`config.mk`:
```
export PLATFORM = sky130hd
export DESIGN_NAME = multi_touch_scroll_gesture
export DESIGN_NICKNAME = d
export VERILOG_FILES = /design/src/hw/rtl/mtsg_pkg.sv /design/src/hw/rtl/mtsg_dp.sv /design/src/hw/rtl/mtsg_ctrl.sv /design/src/hw/rtl/multi_touch_scroll_gesture.sv
export SDC_FILE = /design/constraint.sdc
export NUM_CORES = 2
export LEC_CHECK = 0
export ABC_CLOCK_PERIOD_IN_PS = 8800
export BUFFER_PORTS_ARGS = -buffer_cell sky130_fd_sc_hd__clkbuf_2
export CAP_MARGIN = 20
export CELL_PAD_IN_SITES_DETAIL_PLACEMENT = 0
export CELL_PAD_IN_SITES_GLOBAL_PLACEMENT = 1
export CORE_MARGIN = 10
export CORE_UTILIZATION = 48
export DETAILED_ROUTE_END_ITERATION = 16
export GPL_ROUTABILITY_DRIVEN = 0
export PLACE_DENSITY_LB_ADDON = 0.1
export SKIP_LAST_GASP = 1
export SLEW_MARGIN = 10
export SYNTH_ARGS = -nofsm -noshare
export SYNTH_HDL_FRONTEND = slang
export SYNTH_HIERARCHICAL = 1
export SYNTH_SLANG_ARGS = --single-unit
```
`constraint.sdc`:
```
create_clock -name clk_i -period 8.8 [get_ports clk_i]
set_input_delay 0.44 -clock clk_i [delete_from_list [all_inputs] [get_ports clk_i]]
set_output_delay 0.44 -clock clk_i [all_outputs]
set_load 0.02 [all_outputs]
```
`src/hw/rtl/mtsg_pkg.sv`:
```
// ----------------------------------------------------------------------------
// mtsg_pkg
// shared constants, codes and controller/datapath interface types for the
// multi-finger scroll gesture recogniser
// ----------------------------------------------------------------------------
`default_nettype none

package mtsg_pkg;

  // number of touch slots
  localparam int SLOTS  = 16;
  localparam int SLOT_W = $clog2(SLOTS);
  localparam int CNT_W  = $clog2(SLOTS + 1);

  // field widths
  localparam int KIND_W = 2;
  localparam int SIN_W  = 4;
  localparam int POS_W  = 18;
  localparam int TIME_W = 32;
  localparam int DIR_W  = 2;
  localparam int AMT_W  = 4;

  // configuration port
  localparam int CFG_IDX_W  = 2;
  localparam int CFG_DATA_W = 16;
  localparam int THR_W      = 16;
  localparam int MIN_W      = 10;
  localparam int GF_W       = 5;

  // arithmetic widths
  localparam int SUM_W = 24;
  localparam int DEL_W = POS_W + 1;
  localparam int ACC_W = DEL_W + SLOT_W + 1;
  localparam int SQ_W  = 2 * SUM_W;
  localparam int DTC_W = TIME_W + CNT_W;
  localparam int DEN_W = DTC_W + 9;
  localparam int LIM_W = CNT_W + 4 + THR_W;
  localparam int QB_W  = 5;
  localparam int TRL_W = DEN_W + QB_W;
  localparam int BIT_W = 3;

  localparam logic [AMT_W-1:0] AMOUNT_MAX = 4'd15;

  // event kinds
  localparam logic [KIND_W-1:0] KIND_DOWN = 2'd0;
  localparam logic [KIND_W-1:0] KIND_MOVE = 2'd1;
  localparam logic [KIND_W-1:0] KIND_UP   = 2'd2;

  // register indexes
  localparam logic [CFG_IDX_W-1:0] REG_START_THR  = 2'd0;
  localparam logic [CFG_IDX_W-1:0] REG_SCROLL_THR = 2'd1;
  localparam logic [CFG_IDX_W-1:0] REG_MIN_INT    = 2'd2;
  localparam logic [CFG_IDX_W-1:0] REG_FINGERS    = 2'd3;

  // scroll directions
  localparam logic [DIR_W-1:0] DIR_UP    = 2'd0;
  localparam logic [DIR_W-1:0] DIR_DOWN  = 2'd1;
  localparam logic [DIR_W-1:0] DIR_LEFT  = 2'd2;
  localparam logic [DIR_W-1:0] DIR_RIGHT = 2'd3;

  // shared multiplier operand select
  localparam logic [1:0] MUL_SQX = 2'd0;
  localparam logic [1:0] MUL_SQY = 2'd1;
  localparam logic [1:0] MUL_TSQ = 2'd2;

  typedef struct packed {
    logic              ev_load;
    logic              do_down;
    logic              do_up;
    logic              rd_ev;
    logic              do_move;
    logic              mul_en;
    logic [1:0]        mul_sel;
    logic              act_cmp;
    logic              walk_clr;
    logic              walk_rd;
    logic [SLOT_W-1:0] walk_idx;
    logic              dtc_en;
    logic              den_en;
    logic              sel_en;
    logic              div_en;
    logic [BIT_W-1:0]  div_bit;
    logic              scr_en;
    logic              out_load;
  } mtsg_cmd_t;

  typedef struct packed {
    logic [KIND_W-1:0] kind;
    logic              slot_ok;
    logic              move_ok;
    logic              tmr_ok;
  } mtsg_sts_t;

endpackage

`default_nettype wire

```
`src/hw/rtl/mtsg_dp.sv`:
```
// ----------------------------------------------------------------------------
// mtsg_dp
// datapath: event registers, slot memories, sums, shared multiplier, slot
// walk accumulators, serial quotient unit and result registers
// ----------------------------------------------------------------------------
`default_nettype none

module mtsg_dp
  import mtsg_pkg::*;
(
  input  wire logic                  clk_i,
  input  wire logic                  rst_ni,
  input  wire mtsg_cmd_t             cmd_i,
  output mtsg_sts_t                  sts_o,
  input  wire logic [KIND_W-1:0]     kind_i,
  input  wire logic [SIN_W-1:0]      slot_i,
  input  wire logic [POS_W-1:0]      pos_x_i,
  input  wire logic [POS_W-1:0]      pos_y_i,
  input  wire logic [TIME_W-1:0]     time_ms_i,
  input  wire logic                  cfg_we_i,
  input  wire logic [CFG_IDX_W-1:0]  cfg_idx_i,
  input  wire logic [CFG_DATA_W-1:0] cfg_data_i,
  output logic                       scroll_valid_o,
  output logic [DIR_W-1:0]           scroll_direction_o,
  output logic [AMT_W-1:0]           scroll_amount_o,
  output logic                       gesture_active_o
);

  // configuration
  logic [THR_W-1:0] start_thr_q, scroll_thr_q;
  logic [MIN_W-1:0] min_int_q;
  logic [GF_W-1:0]  fingers_q;

  always_ff @(posedge clk_i or negedge rst_ni) begin
    if (!rst_ni) begin
      start_thr_q  <= 16'd2560;
      scroll_thr_q <= 16'd128;
      min_int_q    <= 10'd16;
      fingers_q    <= 5'd3;
    end else if (cfg_we_i) begin
      case (cfg_idx_i)
        REG_START_THR:  start_thr_q  <= cfg_data_i;
        REG_SCROLL_THR: scroll_thr_q <= cfg_data_i;
        REG_MIN_INT:    min_int_q    <= cfg_data_i[MIN_W-1:0];
        REG_FINGERS:    fingers_q    <= cfg_data_i[GF_W-1:0];
        default: ;
      endcase
    end
  end

  // event registers
  logic [KIND_W-1:0] kind_q;
  logic [SIN_W-1:0]  slot_q;
  logic [POS_W-1:0]  px_q, py_q;
  logic [TIME_W-1:0] now_q;

  always_ff @(posedge clk_i) begin
    if (cmd_i.ev_load) begin
      kind_q <= kind_i;
      slot_q <= slot_i;
      px_q   <= pos_x_i;
      py_q   <= pos_y_i;
      now_q  <= time_ms_i;
    end
  end

  logic [SLOT_W-1:0] ev_idx;
  assign ev_idx = SLOT_W'(slot_q);

  // control state
  logic [SLOTS-1:0]        present_q, pvalid_q;
  logic [CNT_W-1:0]        count_q;
  logic signed [SUM_W-1:0] sum_dx_q, sum_dy_q;
  logic                    active_q;
  logic [TIME_W-1:0]       last_q;

  // slot memories
  logic [POS_W-1:0] cur_x_mem [SLOTS];
  logic [POS_W-1:0] cur_y_mem [SLOTS];
  logic [POS_W-1:0] prev_x_mem [SLOTS];
  logic [POS_W-1:0] prev_y_mem [SLOTS];
  logic [POS_W-1:0] rd_cx_q, rd_cy_q, rd_px_q, rd_py_q;
  logic [SLOT_W-1:0] rd_addr;

  assign rd_addr = cmd_i.walk_rd ? cmd_i.walk_idx : ev_idx;

  always_ff @(posedge clk_i) begin
    if (cmd_i.rd_ev || cmd_i.walk_rd) begin
      rd_cx_q <= cur_x_mem[rd_addr];
      rd_cy_q <= cur_y_mem[rd_addr];
      rd_px_q <= prev_x_mem[rd_addr];
      rd_py_q <= prev_y_mem[rd_addr];
    end
  end

  // previous position for a motion event
  logic [POS_W-1:0] mv_px, mv_py;
  assign mv_px = present_q[ev_idx] ? rd_cx_q : px_q;
  assign mv_py = present_q[ev_idx] ? rd_cy_q : py_q;

  always_ff @(posedge clk_i) begin
    if (cmd_i.do_down || cmd_i.do_move) begin
      cur_x_mem[ev_idx] <= px_q;
      cur_y_mem[ev_idx] <= py_q;
    end
    if (cmd_i.do_move) begin
      prev_x_mem[ev_idx] <= mv_px;
      prev_y_mem[ev_idx] <= mv_py;
    end
  end

  function automatic logic signed [SUM_W-1:0] sat_add(
    input logic signed [SUM_W-1:0] a,
    input logic signed [DEL_W-1:0] b
  );
    logic signed [SUM_W:0] s;
    s = (SUM_W+1)'(a) + (SUM_W+1)'(b);
    if (s[SUM_W] != s[SUM_W-1]) begin
      sat_add = s[SUM_W] ? {1'b1, {(SUM_W-1){1'b0}}} : {1'b0, {(SUM_W-1){1'b1}}};
    end else begin
      sat_add = s[SUM_W-1:0];
    end
  endfunction

  logic signed [DEL_W-1:0] mv_dx, mv_dy;
  assign mv_dx = $signed({1'b0, px_q}) - $signed({1'b0, mv_px});
  assign mv_dy = $signed({1'b0, py_q}) - $signed({1'b0, mv_py});

  logic [CNT_W-1:0] cnt_inc, cnt_dec;
  assign cnt_inc = (count_q < CNT_W'(SLOTS)) ? count_q + 1'b1 : count_q;
  assign cnt_dec = (count_q != '0) ? count_q - 1'b1 : count_q;

  // squares for activation
  logic [SUM_W-1:0] mag_x, mag_y, mul_a;
  logic [SQ_W-1:0]  prod, sqx_q, sqy_q, tsq_q;
  assign mag_x = sum_dx_q[SUM_W-1] ? SUM_W'(-sum_dx_q) : SUM_W'(sum_dx_q);
  assign mag_y = sum_dy_q[SUM_W-1] ? SUM_W'(-sum_dy_q) : SUM_W'(sum_dy_q);

  always_comb begin
    case (cmd_i.mul_sel)
      MUL_SQX: mul_a = mag_x;
      MUL_SQY: mul_a = mag_y;
      default: mul_a = SUM_W'(start_thr_q);
    endcase
  end
  assign prod = SQ_W'(mul_a) * SQ_W'(mul_a);

  always_ff @(posedge clk_i) begin
    if (cmd_i.mul_en) begin
      case (cmd_i.mul_sel)
        MUL_SQX: sqx_q <= prod;
        MUL_SQY: sqy_q <= prod;
        default: tsq_q <= prod;
      endcase
    end
  end

  logic act_hit;
  assign act_hit = ((SQ_W+1)'(sqx_q) + (SQ_W+1)'(sqy_q)) > (SQ_W+1)'(tsq_q);

  // interval
  logic [TIME_W-1:0] dt, dt_eff;
  assign dt     = now_q - last_q;
  assign dt_eff = (dt == '0) ? TIME_W'(1) : dt;

  always_ff @(posedge clk_i or negedge rst_ni) begin
    if (!rst_ni) begin
      present_q <= '0;
      pvalid_q  <= '0;
      count_q   <= '0;
      sum_dx_q  <= '0;
      sum_dy_q  <= '0;
      active_q  <= 1'b0;
      last_q    <= '0;
    end else begin
      if (cmd_i.do_down) begin
        count_q           <= cnt_inc;
        present_q[ev_idx] <= 1'b1;
        if (cnt_inc == CNT_W'(1)) begin
          sum_dx_q <= '0;
          sum_dy_q <= '0;
        end
      end
      if (cmd_i.do_move) begin
        present_q[ev_idx] <= 1'b1;
        pvalid_q[ev_idx]  <= 1'b1;
        sum_dx_q          <= sat_add(sum_dx_q, mv_dx);
        sum_dy_q          <= sat_add(sum_dy_q, mv_dy);
      end
      if (cmd_i.do_up) begin
        count_q <= cnt_dec;
        if (cnt_dec == '0) begin
          active_q  <= 1'b0;
          sum_dx_q  <= '0;
          sum_dy_q  <= '0;
          present_q <= '0;
          pvalid_q  <= '0;
        end else begin
          present_q[ev_idx] <= 1'b0;
          pvalid_q[ev_idx]  <= 1'b0;
        end
      end
      if (cmd_i.act_cmp && !active_q && act_hit) begin
        active_q <= 1'b1;
        last_q   <= now_q;
      end
      if (cmd_i.scr_en) begin
        last_q <= now_q;
      end
    end
  end

  // slot walk
  logic                    pend_q, wv_q;
  logic signed [ACC_W-1:0] tx_q, ty_q;
  logic [CNT_W-1:0]        wcnt_q;

  always_ff @(posedge clk_i) begin
    pend_q <= cmd_i.walk_rd;
    if (cmd_i.walk_rd) begin
      wv_q <= present_q[cmd_i.walk_idx] & pvalid_q[cmd_i.walk_idx];
    end
    if (cmd_i.walk_clr) begin
      tx_q   <= '0;
      ty_q   <= '0;
      wcnt_q <= '0;
    end else if (pend_q && wv_q) begin
      tx_q   <= tx_q + ACC_W'($signed({1'b0, rd_cx_q}) - $signed({1'b0, rd_px_q}));
      ty_q   <= ty_q + ACC_W'($signed({1'b0, rd_cy_q}) - $signed({1'b0, rd_py_q}));
      wcnt_q <= wcnt_q + 1'b1;
    end
  end

  // scroll limit, divisor, axis select and serial quotient
  logic [DTC_W-1:0] dtc_q;
  logic [DEN_W-1:0] den_q;
  logic [LIM_W-1:0] lim_q;
  logic [ACC_W-1:0] mag_tx, mag_ty, rem_q;
  logic             hit_q;
  logic [DIR_W-1:0] dir_q;
  logic [QB_W-1:0]  quo_q;
  logic [TRL_W-1:0] trial;
  logic             y_hit, x_hit;

  assign mag_tx = tx_q[ACC_W-1] ? ACC_W'(-tx_q) : ACC_W'(tx_q);
  assign mag_ty = ty_q[ACC_W-1] ? ACC_W'(-ty_q) : ACC_W'(ty_q);
  assign y_hit  = 32'(mag_ty) > 32'(lim_q);
  assign x_hit  = 32'(mag_tx) > 32'(lim_q);
  assign trial  = TRL_W'(den_q) << cmd_i.div_bit;

  always_ff @(posedge clk_i) begin
    if (cmd_i.dtc_en) begin
      dtc_q <= DTC_W'(dt_eff) * DTC_W'(wcnt_q);
    end
    if (cmd_i.den_en) begin
      den_q <= (DEN_W'(dtc_q) << 8) + (DEN_W'(dtc_q) << 6);
      lim_q <= LIM_W'(wcnt_q) * LIM_W'(4'd10) * LIM_W'(scroll_thr_q);
    end
    if (cmd_i.sel_en) begin
      quo_q <= '0;
      if (y_hit) begin
        hit_q <= 1'b1;
        dir_q <= (ty_q > 0) ? DIR_UP : DIR_DOWN;
        rem_q <= mag_ty;
      end else begin
        hit_q <= x_hit;
        dir_q <= (tx_q < 0) ? DIR_LEFT : DIR_RIGHT;
        rem_q <= mag_tx;
      end
    end
    if (cmd_i.div_en && (TRL_W'(rem_q) >= trial)) begin
      rem_q                <= rem_q - trial[ACC_W-1:0];
      quo_q[cmd_i.div_bit] <= 1'b1;
    end
  end

  // per-event result
  logic             res_valid_q;
  logic [DIR_W-1:0] res_dir_q;
  logic [AMT_W-1:0] res_amt_q;

  always_ff @(posedge clk_i) begin
    if (cmd_i.ev_load) begin
      res_valid_q <= 1'b0;
      res_dir_q   <= '0;
      res_amt_q   <= '0;
    end else if (cmd_i.scr_en && hit_q) begin
      res_valid_q <= 1'b1;
      res_dir_q   <= dir_q;
      if (quo_q > QB_W'(AMOUNT_MAX)) begin
        res_amt_q <= AMOUNT_MAX;
      end else if (quo_q == '0) begin
        res_amt_q <= AMT_W'(1);
      end else begin
        res_amt_q <= quo_q[AMT_W-1:0];
      end
    end
  end

  always_ff @(posedge clk_i) begin
    if (cmd_i.out_load) begin
      scroll_valid_o     <= res_valid_q;
      scroll_direction_o <= res_dir_q;
      scroll_amount_o    <= res_amt_q;
      gesture_active_o   <= active_q;
    end
  end

  // status
  assign sts_o.kind    = kind_q;
  assign sts_o.slot_ok = 7'(slot_q) < 7'(SLOTS);
  assign sts_o.move_ok = 8'(count_q) == 8'(fingers_q);
  assign sts_o.tmr_ok  = active_q && (dt >= TIME_W'(min_int_q));

endmodule

`default_nettype wire

```
`src/hw/rtl/mtsg_ctrl.sv`:
```
// ----------------------------------------------------------------------------
// mtsg_ctrl
// sequencer for one event: decode, slot update, activation test, slot walk,
// quotient steps and result hand-off
// ----------------------------------------------------------------------------
`default_nettype none

module mtsg_ctrl
  import mtsg_pkg::*;
(
  input  wire logic      clk_i,
  input  wire logic      rst_ni,
  input  wire logic      in_valid_i,
  output logic           in_ready_o,
  output logic           out_valid_o,
  input  wire logic      out_ready_i,
  input  wire mtsg_sts_t sts_i,
  output mtsg_cmd_t      cmd_o
);

  localparam logic [4:0] ST_IDLE = 5'd0;
  localparam logic [4:0] ST_DEC  = 5'd1;
  localparam logic [4:0] ST_MRD  = 5'd2;
  localparam logic [4:0] ST_MUPD = 5'd3;
  localparam logic [4:0] ST_SQX  = 5'd4;
  localparam logic [4:0] ST_SQY  = 5'd5;
  localparam logic [4:0] ST_TSQ  = 5'd6;
  localparam logic [4:0] ST_ACT  = 5'd7;
  localparam logic [4:0] ST_TCHK = 5'd8;
  localparam logic [4:0] ST_WALK = 5'd9;
  localparam logic [4:0] ST_WEND = 5'd10;
  localparam logic [4:0] ST_DTC  = 5'd11;
  localparam logic [4:0] ST_DEN  = 5'd12;
  localparam logic [4:0] ST_SEL  = 5'd13;
  localparam logic [4:0] ST_DIV  = 5'd14;
  localparam logic [4:0] ST_SCR  = 5'd15;
  localparam logic [4:0] ST_FIN  = 5'd16;

  logic [4:0]        state_q, state_d;
  logic [SLOT_W-1:0] idx_q, idx_d;
  logic [BIT_W-1:0]  bit_q, bit_d;
  logic              ovalid_q, ovalid_d;

  assign in_ready_o  = (state_q == ST_IDLE);
  assign out_valid_o = ovalid_q;

  always_comb begin
    state_d = state_q;
    idx_d   = idx_q;
    bit_d   = bit_q;
    cmd_o   = '0;
    cmd_o.walk_idx = idx_q;
    cmd_o.div_bit  = bit_q;
    case (state_q)
      ST_IDLE: begin
        if (in_valid_i) begin
          cmd_o.ev_load = 1'b1;
          state_d       = ST_DEC;
        end
      end
      ST_DEC: begin
        state_d = ST_FIN;
        if (sts_i.slot_ok) begin
          case (sts_i.kind)
            KIND_DOWN: cmd_o.do_down = 1'b1;
            KIND_UP:   cmd_o.do_up   = 1'b1;
            KIND_MOVE: begin
              if (sts_i.move_ok) begin
                cmd_o.rd_ev = 1'b1;
                state_d     = ST_MRD;
              end
            end
            default: ;
          endcase
        end
      end
      ST_MRD: state_d = ST_MUPD;
      ST_MUPD: begin
        cmd_o.do_move = 1'b1;
        state_d       = ST_SQX;
      end
      ST_SQX: begin
        cmd_o.mul_en  = 1'b1;
        cmd_o.mul_sel = MUL_SQX;
        state_d       = ST_SQY;
      end
      ST_SQY: begin
        cmd_o.mul_en  = 1'b1;
        cmd_o.mul_sel = MUL_SQY;
        state_d       = ST_TSQ;
      end
      ST_TSQ: begin
        cmd_o.mul_en  = 1'b1;
        cmd_o.mul_sel = MUL_TSQ;
        state_d       = ST_ACT;
      end
      ST_ACT: begin
        cmd_o.act_cmp = 1'b1;
        state_d       = ST_TCHK;
      end
      ST_TCHK: begin
        if (sts_i.tmr_ok) begin
          cmd_o.walk_clr = 1'b1;
          idx_d          = '0;
          state_d        = ST_WALK;
        end else begin
          state_d = ST_FIN;
        end
      end
      ST_WALK: begin
        cmd_o.walk_rd = 1'b1;
        if (idx_q == SLOT_W'(SLOTS - 1)) begin
          state_d = ST_WEND;
        end else begin
          idx_d = idx_q + 1'b1;
        end
      end
      ST_WEND: state_d = ST_DTC;
      ST_DTC: begin
        cmd_o.dtc_en = 1'b1;
        state_d      = ST_DEN;
      end
      ST_DEN: begin
        cmd_o.den_en = 1'b1;
        state_d      = ST_SEL;
      end
      ST_SEL: begin
        cmd_o.sel_en = 1'b1;
        bit_d        = BIT_W'(QB_W - 1);
        state_d      = ST_DIV;
      end
      ST_DIV: begin
        cmd_o.div_en = 1'b1;
        if (bit_q == '0) begin
          state_d = ST_SCR;
        end else begin
          bit_d = bit_q - 1'b1;
        end
      end
      ST_SCR: begin
        cmd_o.scr_en = 1'b1;
        state_d      = ST_FIN;
      end
      ST_FIN: begin
        if (!ovalid_q || out_ready_i) begin
          cmd_o.out_load = 1'b1;
          state_d        = ST_IDLE;
        end
      end
      default: state_d = ST_IDLE;
    endcase
  end

  always_comb begin
    ovalid_d = ovalid_q;
    if (cmd_o.out_load) begin
      ovalid_d = 1'b1;
    end else if (out_ready_i) begin
      ovalid_d = 1'b0;
    end
  end

  always_ff @(posedge clk_i or negedge rst_ni) begin
    if (!rst_ni) begin
      state_q  <= ST_IDLE;
      idx_q    <= '0;
      bit_q    <= '0;
      ovalid_q <= 1'b0;
    end else begin
      state_q  <= state_d;
      idx_q    <= idx_d;
      bit_q    <= bit_d;
      ovalid_q <= ovalid_d;
    end
  end

endmodule

`default_nettype wire

```
`src/hw/rtl/multi_touch_scroll_gesture.sv`:
```
// ----------------------------------------------------------------------------
// multi_touch_scroll_gesture
// multi-finger scroll recogniser: tracks touch slots, activates on summed
// motion and emits rate-limited scroll requests with direction and intensity
// ----------------------------------------------------------------------------
//
//  channel   handshake               payload
//  -------   ---------------------   -----------------------------------------
//  in        in_valid_i/in_ready_o   kind, slot, pos_x, pos_y, time_ms
//  out       out_valid_o/out_ready_i scroll_valid, scroll_direction,
//                                    scroll_amount, gesture_active
//  cfg       cfg_we_i (no wait)      cfg_idx_i, cfg_data_i
//
//  every request yields exactly one result request
//  down, up and ignored events pass decode and the final state; motion adds
//  slot read and update, the squares, activation and timer checks; a scroll
//  try adds the 16-slot walk and 5 quotient steps
//  a new request is taken while the previous result waits in the output
//  register; a stalled output holds the sequencer in its final state
//  reset clears slot flags, counts, sums and timers; no clearing pass
// ----------------------------------------------------------------------------
`default_nettype none

module multi_touch_scroll_gesture
  import mtsg_pkg::*;
(
  input  wire logic                  clk_i,
  input  wire logic                  rst_ni,
  // event requests
  input  wire logic                  in_valid_i,
  output logic                       in_ready_o,
  input  wire logic [KIND_W-1:0]     kind_i,
  input  wire logic [SIN_W-1:0]      slot_i,
  input  wire logic [POS_W-1:0]      pos_x_i,
  input  wire logic [POS_W-1:0]      pos_y_i,
  input  wire logic [TIME_W-1:0]     time_ms_i,
  // result requests
  output logic                       out_valid_o,
  input  wire logic                  out_ready_i,
  output logic                       scroll_valid_o,
  output logic [DIR_W-1:0]           scroll_direction_o,
  output logic [AMT_W-1:0]           scroll_amount_o,
  output logic                       gesture_active_o,
  // register writes
  input  wire logic                  cfg_we_i,
  input  wire logic [CFG_IDX_W-1:0]  cfg_idx_i,
  input  wire logic [CFG_DATA_W-1:0] cfg_data_i
);

  // command and status between sequencer and datapath
  mtsg_cmd_t cmd;
  mtsg_sts_t sts;

  // sequencer: one event at a time, output register decoupled
  mtsg_ctrl u_ctrl (
    .clk_i       (clk_i),
    .rst_ni      (rst_ni),
    .in_valid_i  (in_valid_i),
    .in_ready_o  (in_ready_o),
    .out_valid_o (out_valid_o),
    .out_ready_i (out_ready_i),
    .sts_i       (sts),
    .cmd_o       (cmd)
  );

  // datapath: slot store, sums, multiplier, walk and quotient unit
  mtsg_dp u_dp (
    .clk_i              (clk_i),
    .rst_ni             (rst_ni),
    .cmd_i              (cmd),
    .sts_o              (sts),
    .kind_i             (kind_i),
    .slot_i             (slot_i),
    .pos_x_i            (pos_x_i),
    .pos_y_i            (pos_y_i),
    .time_ms_i          (time_ms_i),
    .cfg_we_i           (cfg_we_i),
    .cfg_idx_i          (cfg_idx_i),
    .cfg_data_i         (cfg_data_i),
    .scroll_valid_o     (scroll_valid_o),
    .scroll_direction_o (scroll_direction_o),
    .scroll_amount_o    (scroll_amount_o),
    .gesture_active_o   (gesture_active_o)
  );

endmodule

`default_nettype wire
```
**Word-level counts from Yosys, hierarchy flattened**

Memory sizes are Yosys's and may differ from the RTL's. A register that Yosys moved wholly into a read port is not among the register bits.
Cells that the tools add are included.

- Bits in latches: 0
- Memory bits (read-only): 0
- Memories kept: 4
- Bits in registers: 605
- Word-level logic and storage cells: 269
- Bits in writable memories: 1152
- Input port bits: 97

Memories:

| name | depth | width | read ports | clocked after Yosys merged registers in | write ports | line | text |
|---|---|---|---|---|---|---|---|
| u_dp.cur_x_mem | 16 | 18 | 1 | 1 | 1 | mtsg_dp.sv:78 | `logic [POS_W-1:0] cur_x_mem [SLOTS];` |
| u_dp.cur_y_mem | 16 | 18 | 1 | 1 | 1 | mtsg_dp.sv:79 | `logic [POS_W-1:0] cur_y_mem [SLOTS];` |
| u_dp.prev_x_mem | 16 | 18 | 1 | 1 | 1 | mtsg_dp.sv:80 | `logic [POS_W-1:0] prev_x_mem [SLOTS];` |
| u_dp.prev_y_mem | 16 | 18 | 1 | 1 | 1 | mtsg_dp.sv:81 | `logic [POS_W-1:0] prev_y_mem [SLOTS];` |

- Order comparisons: 14
- Add/subtract/negate cells: 21
- Divide/modulo/power cells: 0
- Bitwise logic cells: 9
- Shift-type cells: 1
- Muxes and demuxes: 98
- Reduce and logical (&&, ||, !) cells: 42
- Eq/ne operators: 34
- $mul: 4

Operators by type and width:

| kind | count |
|---|---|
| $mux W24 | 21 |
| $mux W16 | 7 |
| $mux W32 | 3 |
| $neg A24 Y24 | 4 |
| $pmux W5 S17 | 1 |
| $sub A18 B18 Y19 | 4 |
| $mux W5 | 13 |
| $ge A24 B51 Y1 | 1 |
| $shl A46 B3 Y51 | 1 |
| $add A24 B19 Y25 | 2 |
| $gt A24 B25 Y1 | 2 |
| $add A48 B48 Y49 | 1 |
| $gt A49 B48 Y1 | 1 |
| $add A24 B19 Y24 | 2 |
| $mul A24 B24 Y48 | 1 |
| $or A16 B16 Y16 | 3 |
| $pmux W24 S2 | 1 |
| $add A45 B43 Y46 | 1 |
| $eq A5 B4 Y1 const B | 8 |
| $mul A32 B5 Y37 | 1 |
| $mux W18 | 2 |
| $mux W1 | 34 |
| $and A16 B16 Y16 | 2 |
| $ge A32 B10 Y1 | 1 |
| 53 further kinds | 106 |

**Depth between registers and ports, before layout**

- Depth after elaboration: 11
- Gate-level depth with buffers: 39

**Hierarchy**

Netlist, hierarchy kept.

By module, submodules not included:

| module | area an instance (µm²) | sequential area each (µm²) | cells an instance | times used |
|---|---|---|---|---|
| mtsg_dp | 110508.5 | 52783.1 | 8925 | 1 |
| mtsg_ctrl | 884.6 | 325.3 | 102 | 1 |

**Worst setup path after synthesis**

OpenSTA, ideal clock, no wires.

- Kind: register -> register
- Start: register u_dp.sum_dx_q[4]
- End: register u_dp.sqx_q[44], data pin
- Arrival time: 9527 ps
- Cell stages (with the launch flop): 33
- Path buffers: 1
- Path slack: -994 ps
- Clock period less this slack: 9794 ps
- Setup time: 267 ps
- Cell sequence: dfrtp_1 or4_1 or3_1 nand2b_1 or4_1 o41ai_1 xnor2_1 nor2_1 nor3b_1 clkbuf_1 nand2_1 fa_1 inv_1 fa_1 fa_1 fa_1 inv_1 fa_1 inv_1 fa_1 fa_1 ha_1 and3_1 a221oi_1 o21ai_0 o31ai_1 nor4b_1 a2111oi_0 o31a_1 a31o_2 a21o_1 a21oi_1 xnor2_1

- Longest elaborated chain between the ends: 4

Ends and longest elaborated chain:

| what | line | text |
|---|---|---|
| start, declared | mtsg_dp.sv:73 | `logic signed [SUM_W-1:0] sum_dx_q, sum_dy_q;` |
| start signal, assigned | mtsg_dp.sv:187 | `sum_dx_q <= sat_add(sum_dx_q, mv_dx);` |
| $neg A24 Y24 | mtsg_dp.sv:136 | `assign mag_x = sum_dx_q[SUM_W-1] ? SUM_W'(-sum_dx_q) : SUM_W'(sum_dx_q);` |
| $mux W24 * | mtsg_dp.sv:136 |  |
| $pmux W24 S2 * | mtsg_dp.sv:140 | `case (cmd_i.mul_sel)` |
| $mul A24 B24 Y48 * | mtsg_dp.sv:146 | `assign prod = SQ_W'(mul_a) * SQ_W'(mul_a);` |
| net u_dp.prod[44] | mtsg_dp.sv:135 | `logic [SQ_W-1:0] prod, sqx_q, sqy_q, tsq_q;` |
| end signal, assigned | mtsg_dp.sv:151 | `MUL_SQX: sqx_q <= prod;` |
| end, declared | mtsg_dp.sv:135 |  |

The timed path passes the listed nets; every way through them passes the cells marked *.
A chain may end at the register's enable or synchronous reset.

**Worst setup path in the final report**

- Start: register u_dp.sum_dx_q[5]
- End: register u_dp.sqx_q[45], data pin

The elaborated chain is that of the path after synthesis.

==> tab_implementation.tex <==
\begin{tabular}{lr}
\hline
Metric & Value \\
\hline
\multicolumn{2}{l}{\textbf{Outcome}} \\
Status & finished with violations \\
Violated checks & setup timing \\
\multicolumn{2}{l}{\textbf{Logic synthesis}} \\
Fraction of registers with async set or reset after synthesis & 9.780\% \\
Area share of the leading cell type in the synthesized netlist & 42.49\% \\
Largest area contributor in the synthesized netlist & sky130\_fd\_sc\_hd\_\_edfxtp\_1 \\
Synthesis Warnings & 6 \\
Synthesized area per cell & 12.34 um2 \\
Most instantiated flip-flop cell in the synthesis netlist & sky130\_fd\_sc\_hd\_\_edfxtp\_1 \\
EDFF count, synth & 1576 \\
Top post-synthesis cells by area & sky130\_fd\_sc\_hd\_\_edfxtp\_1 42\%, sky130\_fd\_sc\_hd\_\_fa\_1 11\%, sky130\_fd\_sc\_hd\_\_ha\_1 7.6\%, sky130\_fd\_sc\_hd\_\_mux4\_2 6.1\%, sky130\_fd\_sc\_hd\_\_dfrtp\_1 3.9\% \\
Sequential share of the synthesized area & 47.68\% \\
Unique masters post-synth & 91 \\
Number of cells produced by synthesis & 9027 \\
Post-synthesis cell area & 111400 um2 \\
FF+latch count, synth & 1820 \\
\multicolumn{2}{l}{\textbf{Worst setup path}} \\
Worst path max stage delay & 0.61 ns \\
Crit path capture type & flip-flop \\
Critical path's most frequent cell & sky130\_fd\_sc\_hd\_\_fa\_1 \\
Startpoint type of the worst setup path & flip-flop \\
Critical Setup Path Class & flip-flop to flip-flop \\
Required @ worst endpoint & 9.35 ns \\
Cell with the largest stage delay on the worst path & sky130\_fd\_sc\_hd\_\_fa\_2 \\
Max Fanout on Critical Path & 5 \\
Worst Path Arrival & 9.72 ns \\
\multicolumn{2}{l}{\textbf{Die}} \\
Number of top-level pins & 107 \\
Die width & 501.7 um \\
Vertical die dimension & 501.7 um \\
Std-Cell Rows & 176 \\
Core area & 230300 um2 \\
Initial core utilization & 48.36\% \\
Area of the die & 251700 um2 \\
\multicolumn{2}{l}{\textbf{CTS}} \\
Skew-Pair Late Insertion Delay & 0.88 ns \\
Clock tree sinks & 1820 \\
CTS H-Tree Depth & 4 \\
CTS Buf Count & 193 \\
CTS root buffer & sky130\_fd\_sc\_hd\_\_clkbuf\_16 \\
Clock tree from TritonCTS & yes \\
Clock Pin Slew Worst Setup and Hold Paths & 0.06 ns \\
Number of buffers on the longest clock path & 3 \\
\multicolumn{2}{l}{\textbf{Global routing}} \\
Vias in the first global route & 74280 \\
Maximum number of pins on one net before global-route repair & 145 \\
All-layer global routing usage & 24.19\% \\
Global-route wire length before repair & 466400 um \\
Global route total overflow & 0 \\
Initial antenna violation count & 12 \\
\multicolumn{2}{l}{\textbf{Timing}} \\
Worst-case headroom to the max-slew limit & 26.45\% \\
Final setup violation count & 42 \\
Tcrit/Tclk final & 104.2\% \\
Final number of max-transition violations & 0 \\
Fmax & 109.0 MHz \\
Hold violation total from the final report & 0 \\
Transition time of the tightest slew-check pin & 1.095 ns \\
Clock skew & 0.09789 ns \\
Unrepaired setup endpoints after global routing & true \\
Final worst setup slack & -0.3732 ns \\
Final period demand of the worst path & 9.173 ns \\
\multicolumn{2}{l}{\textbf{Worst hold path}} \\
Min-delay worst type & primary input to flip-flop \\
\multicolumn{2}{l}{\textbf{Power}} \\
Maximum ir drop on the vdd rail & 0.0004653 V \\
Leakage power total & 0.05153 uW \\
Cell Pwr Density & 307.2 nW/um2 \\
Final total power & 39190 uW \\
\multicolumn{2}{l}{\textbf{Placed design}} \\
Number of port buffers & 106 \\
Detailed placement HPWL & 213900 um \\
Worst slack at placement & -0.7494 ns \\
\multicolumn{2}{l}{\textbf{Layout}} \\
Final-layout fill cell count & 19260 \\
Post-layout net count & 11070 \\
Layout overhead on the synthesized area & 14.53\% \\
Fraction of final layout cells sized beyond drive strength 1 & 16.61\% \\
\multicolumn{2}{l}{\textbf{Detailed routing}} \\
Number of nets still failing antenna checks after routing & 0 \\
Final WL & 307300 um \\
Drt via density & 5.685 \\
Total vias in the final route & 73220 \\
Count of TritonRoute iterations in the first routing pass & 5 \\
Routed length per instance & 23.86 um \\
Detailed router's first-iteration violation count & 5951 \\
\# DRC & 0 \\
\multicolumn{2}{l}{\textbf{Job}} \\
Total of max-cap violations & 0 \\
\hline
\end{tabular}
## synth_stat cells, types with 167 or more instances
master / number
sky130_fd_sc_hd__xnor2_1: 309
sky130_fd_sc_hd__nand2_1: 801
sky130_fd_sc_hd__fa_1: 610
sky130_fd_sc_hd__mux4_2: 302
sky130_fd_sc_hd__o21ai_0: 224
sky130_fd_sc_hd__nor2_1: 456
sky130_fd_sc_hd__and2_1: 202
sky130_fd_sc_hd__clkbuf_1: 249
sky130_fd_sc_hd__ha_1: 676
sky130_fd_sc_hd__a21o_1: 167
sky130_fd_sc_hd__a21oi_1: 407
sky130_fd_sc_hd__a211oi_1: 185
sky130_fd_sc_hd__edfxtp_1: 1576
sky130_fd_sc_hd__inv_1: 1036
sky130_fd_sc_hd__dfrtp_1: 172
## cell usage in the layout (no fill, tap or decap), types with 65 or more instances in the layout
master                          instances
sky130_fd_sc_hd__o21ai_0              210
sky130_fd_sc_hd__edfxtp_1            1576
sky130_fd_sc_hd__xor2_1               123
sky130_fd_sc_hd__inv_1               1022
sky130_fd_sc_hd__nor2_1               438
sky130_fd_sc_hd__a21oi_1              391
sky130_fd_sc_hd__mux4_2               302
sky130_fd_sc_hd__a211oi_1             177
sky130_fd_sc_hd__nand2_1              794
sky130_fd_sc_hd__mux2_2                87
sky130_fd_sc_hd__and2_1               198
sky130_fd_sc_hd__dfrtp_1              171
sky130_fd_sc_hd__fa_1                 599
sky130_fd_sc_hd__clkbuf_2             105
sky130_fd_sc_hd__dlygate4sd3_1         82
sky130_fd_sc_hd__nand2b_1              65
sky130_fd_sc_hd__a21o_1               167
sky130_fd_sc_hd__mux2i_1               99
sky130_fd_sc_hd__o21a_1                69
sky130_fd_sc_hd__a31oi_1              113
sky130_fd_sc_hd__ha_1                 664
sky130_fd_sc_hd__buf_4                552
sky130_fd_sc_hd__nor2b_1               86
sky130_fd_sc_hd__nand3_1              108
sky130_fd_sc_hd__nor3_1               122
sky130_fd_sc_hd__xnor2_1              297
sky130_fd_sc_hd__clkbuf_16            194
sky130_fd_sc_hd__dfxtp_1               65
## cell families (layout without fill, tap and decap cells)
group / after synthesis / count (layout) / share of synthesized area, %
muxes: 498 / 498 / 7.972
and+or+nand+nor: 2129 / 2129 / 8.975
DFF: 1820 / 1820 / 47.68
buffers and inverters: 1359 / 2162 / 4.597
xor gates and xnor gates: 436 / 436 / 3.428
AOI/OAI and AO/OA: 1497 / 1497 / 8.789
adders and majority gates: 1286 / 1286 / 18.56
other: 2 / 24 / 0.006742
## per-layer routing
metal	GRT usage, %	up-vias	share of wire [%]
li1	-	33630	-
met1	34.80	37230	45
met2	38.55	1965	46
met3	3.314	390	5.4
met4	6.892	0	3.1
met5	0	-	0
## where the power goes
group          switching, uW  internal (uW)
Clock                   3570           4500
Sequential               340          11100
Combinational          11200           8500
## per-stage QoR
step / setup TNS, ns / cells / cell area [um2] / hold slack (ns) / util, %
5_1_grt: -30.66 / 12880 / 127600 / 0.02464 / 55.39
3_3_place_gp: -22.20 / 12420 / 119500 / 0.4263 / 51.87
4_1_cts: -12.19 / 12870 / 127000 / 0.009784 / 55.14
3_5_place_dp: -30.13 / 12420 / 119500 / 0.4304 / 51.88
2_1_floorplan: -2.562 / 9043 / 111800 / 0.1444 / -
6_report: -8.964 / 12880 / 127600 / 0.06860 / 55.39
## final timing paths
| path | slack (ns) | depth (start not counted) | endpoint | startpoint |
|---|---|---|---|---|
| worst max register to register | -0.37 | 35 | u_dp/sqx_q[45]$_DFFE_PP_ | u_dp/sum_dx_q[5]$_DFF_PN0_ |
| worst min register to register | 0.44 | 0 | u_dp/scroll_direction_o[1]$_DFFE_PP_ | u_dp/res_dir_q[1]$_SDFFE_PP0P_ |
| min in group asynchronous | 0.21 | 2 | u_dp/last_q[22]$_DFFE_PN0P_ | rst_ni |
| worst min-delay path | 0.07 | 2 | u_dp/scroll_thr_q[11]$_DFFE_PN0P_ | cfg_data_i[11] |
| max in group asynchronous | 6.48 | 4 | u_ctrl/bit_q[1]$_DFFE_PN0P_ | rst_ni |
| worst max-delay path | -0.37 | 35 | u_dp/sqx_q[45]$_DFFE_PP_ | u_dp/sum_dx_q[5]$_DFF_PN0_ |
## area by class of cell
class | instances | area [um2] | area share (%)
well taps | 3026 | 3786 | 2.968
diodes | 6 | 15.01 | 0.01177
clock inverters | 126 | 1297 | 1.017
repair buffers | 765 | 5914 | 4.636
inverters | 1044 | 3935 | 3.084
clock buffers | 227 | 5019 | 3.934
flip-flops and latches | 1820 | 53110 | 41.63
multi-input cells | 5864 | 54500 | 42.72
## state kept, by name, indices dropped and copies added, names as in the netlist, 32 cells and up
name,flops
u_dp/last_q,32
u_dp/sqy_q,47
u_dp/cur_y_mem,288
u_dp/cur_x_mem,288
u_dp/prev_x_mem,288
u_dp/den_q,40
u_dp/dtc_q,37
u_dp/tsq_q,47
u_dp/prev_y_mem,288
u_dp/now_q,32
u_dp/sqx_q,47
## worst max-delay path: cells and delay by family (launching register included)
kind            cells  cell delay (ns)
fa+ha+maj           8             3.64
flops               1             0.37
simple gates        9             2.32
xor+xnor            2             0.32
compound gates     10             1.71
buf+inv             6             0.55
## what timing repair did
| item | CTS | global route |
|---|---|---|
| buffers inserted | 14 | 8 |
| hold buffers | 82 | 0 |
| endpoints found under the hold margin | 161 | 0 |
| pin swaps | 34 | 79 |
| gates resized for setup | 62 | 104 |
| setup endpoints to repair | 71 | 100 |
| gates cloned | 0 | 0 |
Note: power is estimated with default switching activity, not from simulation.
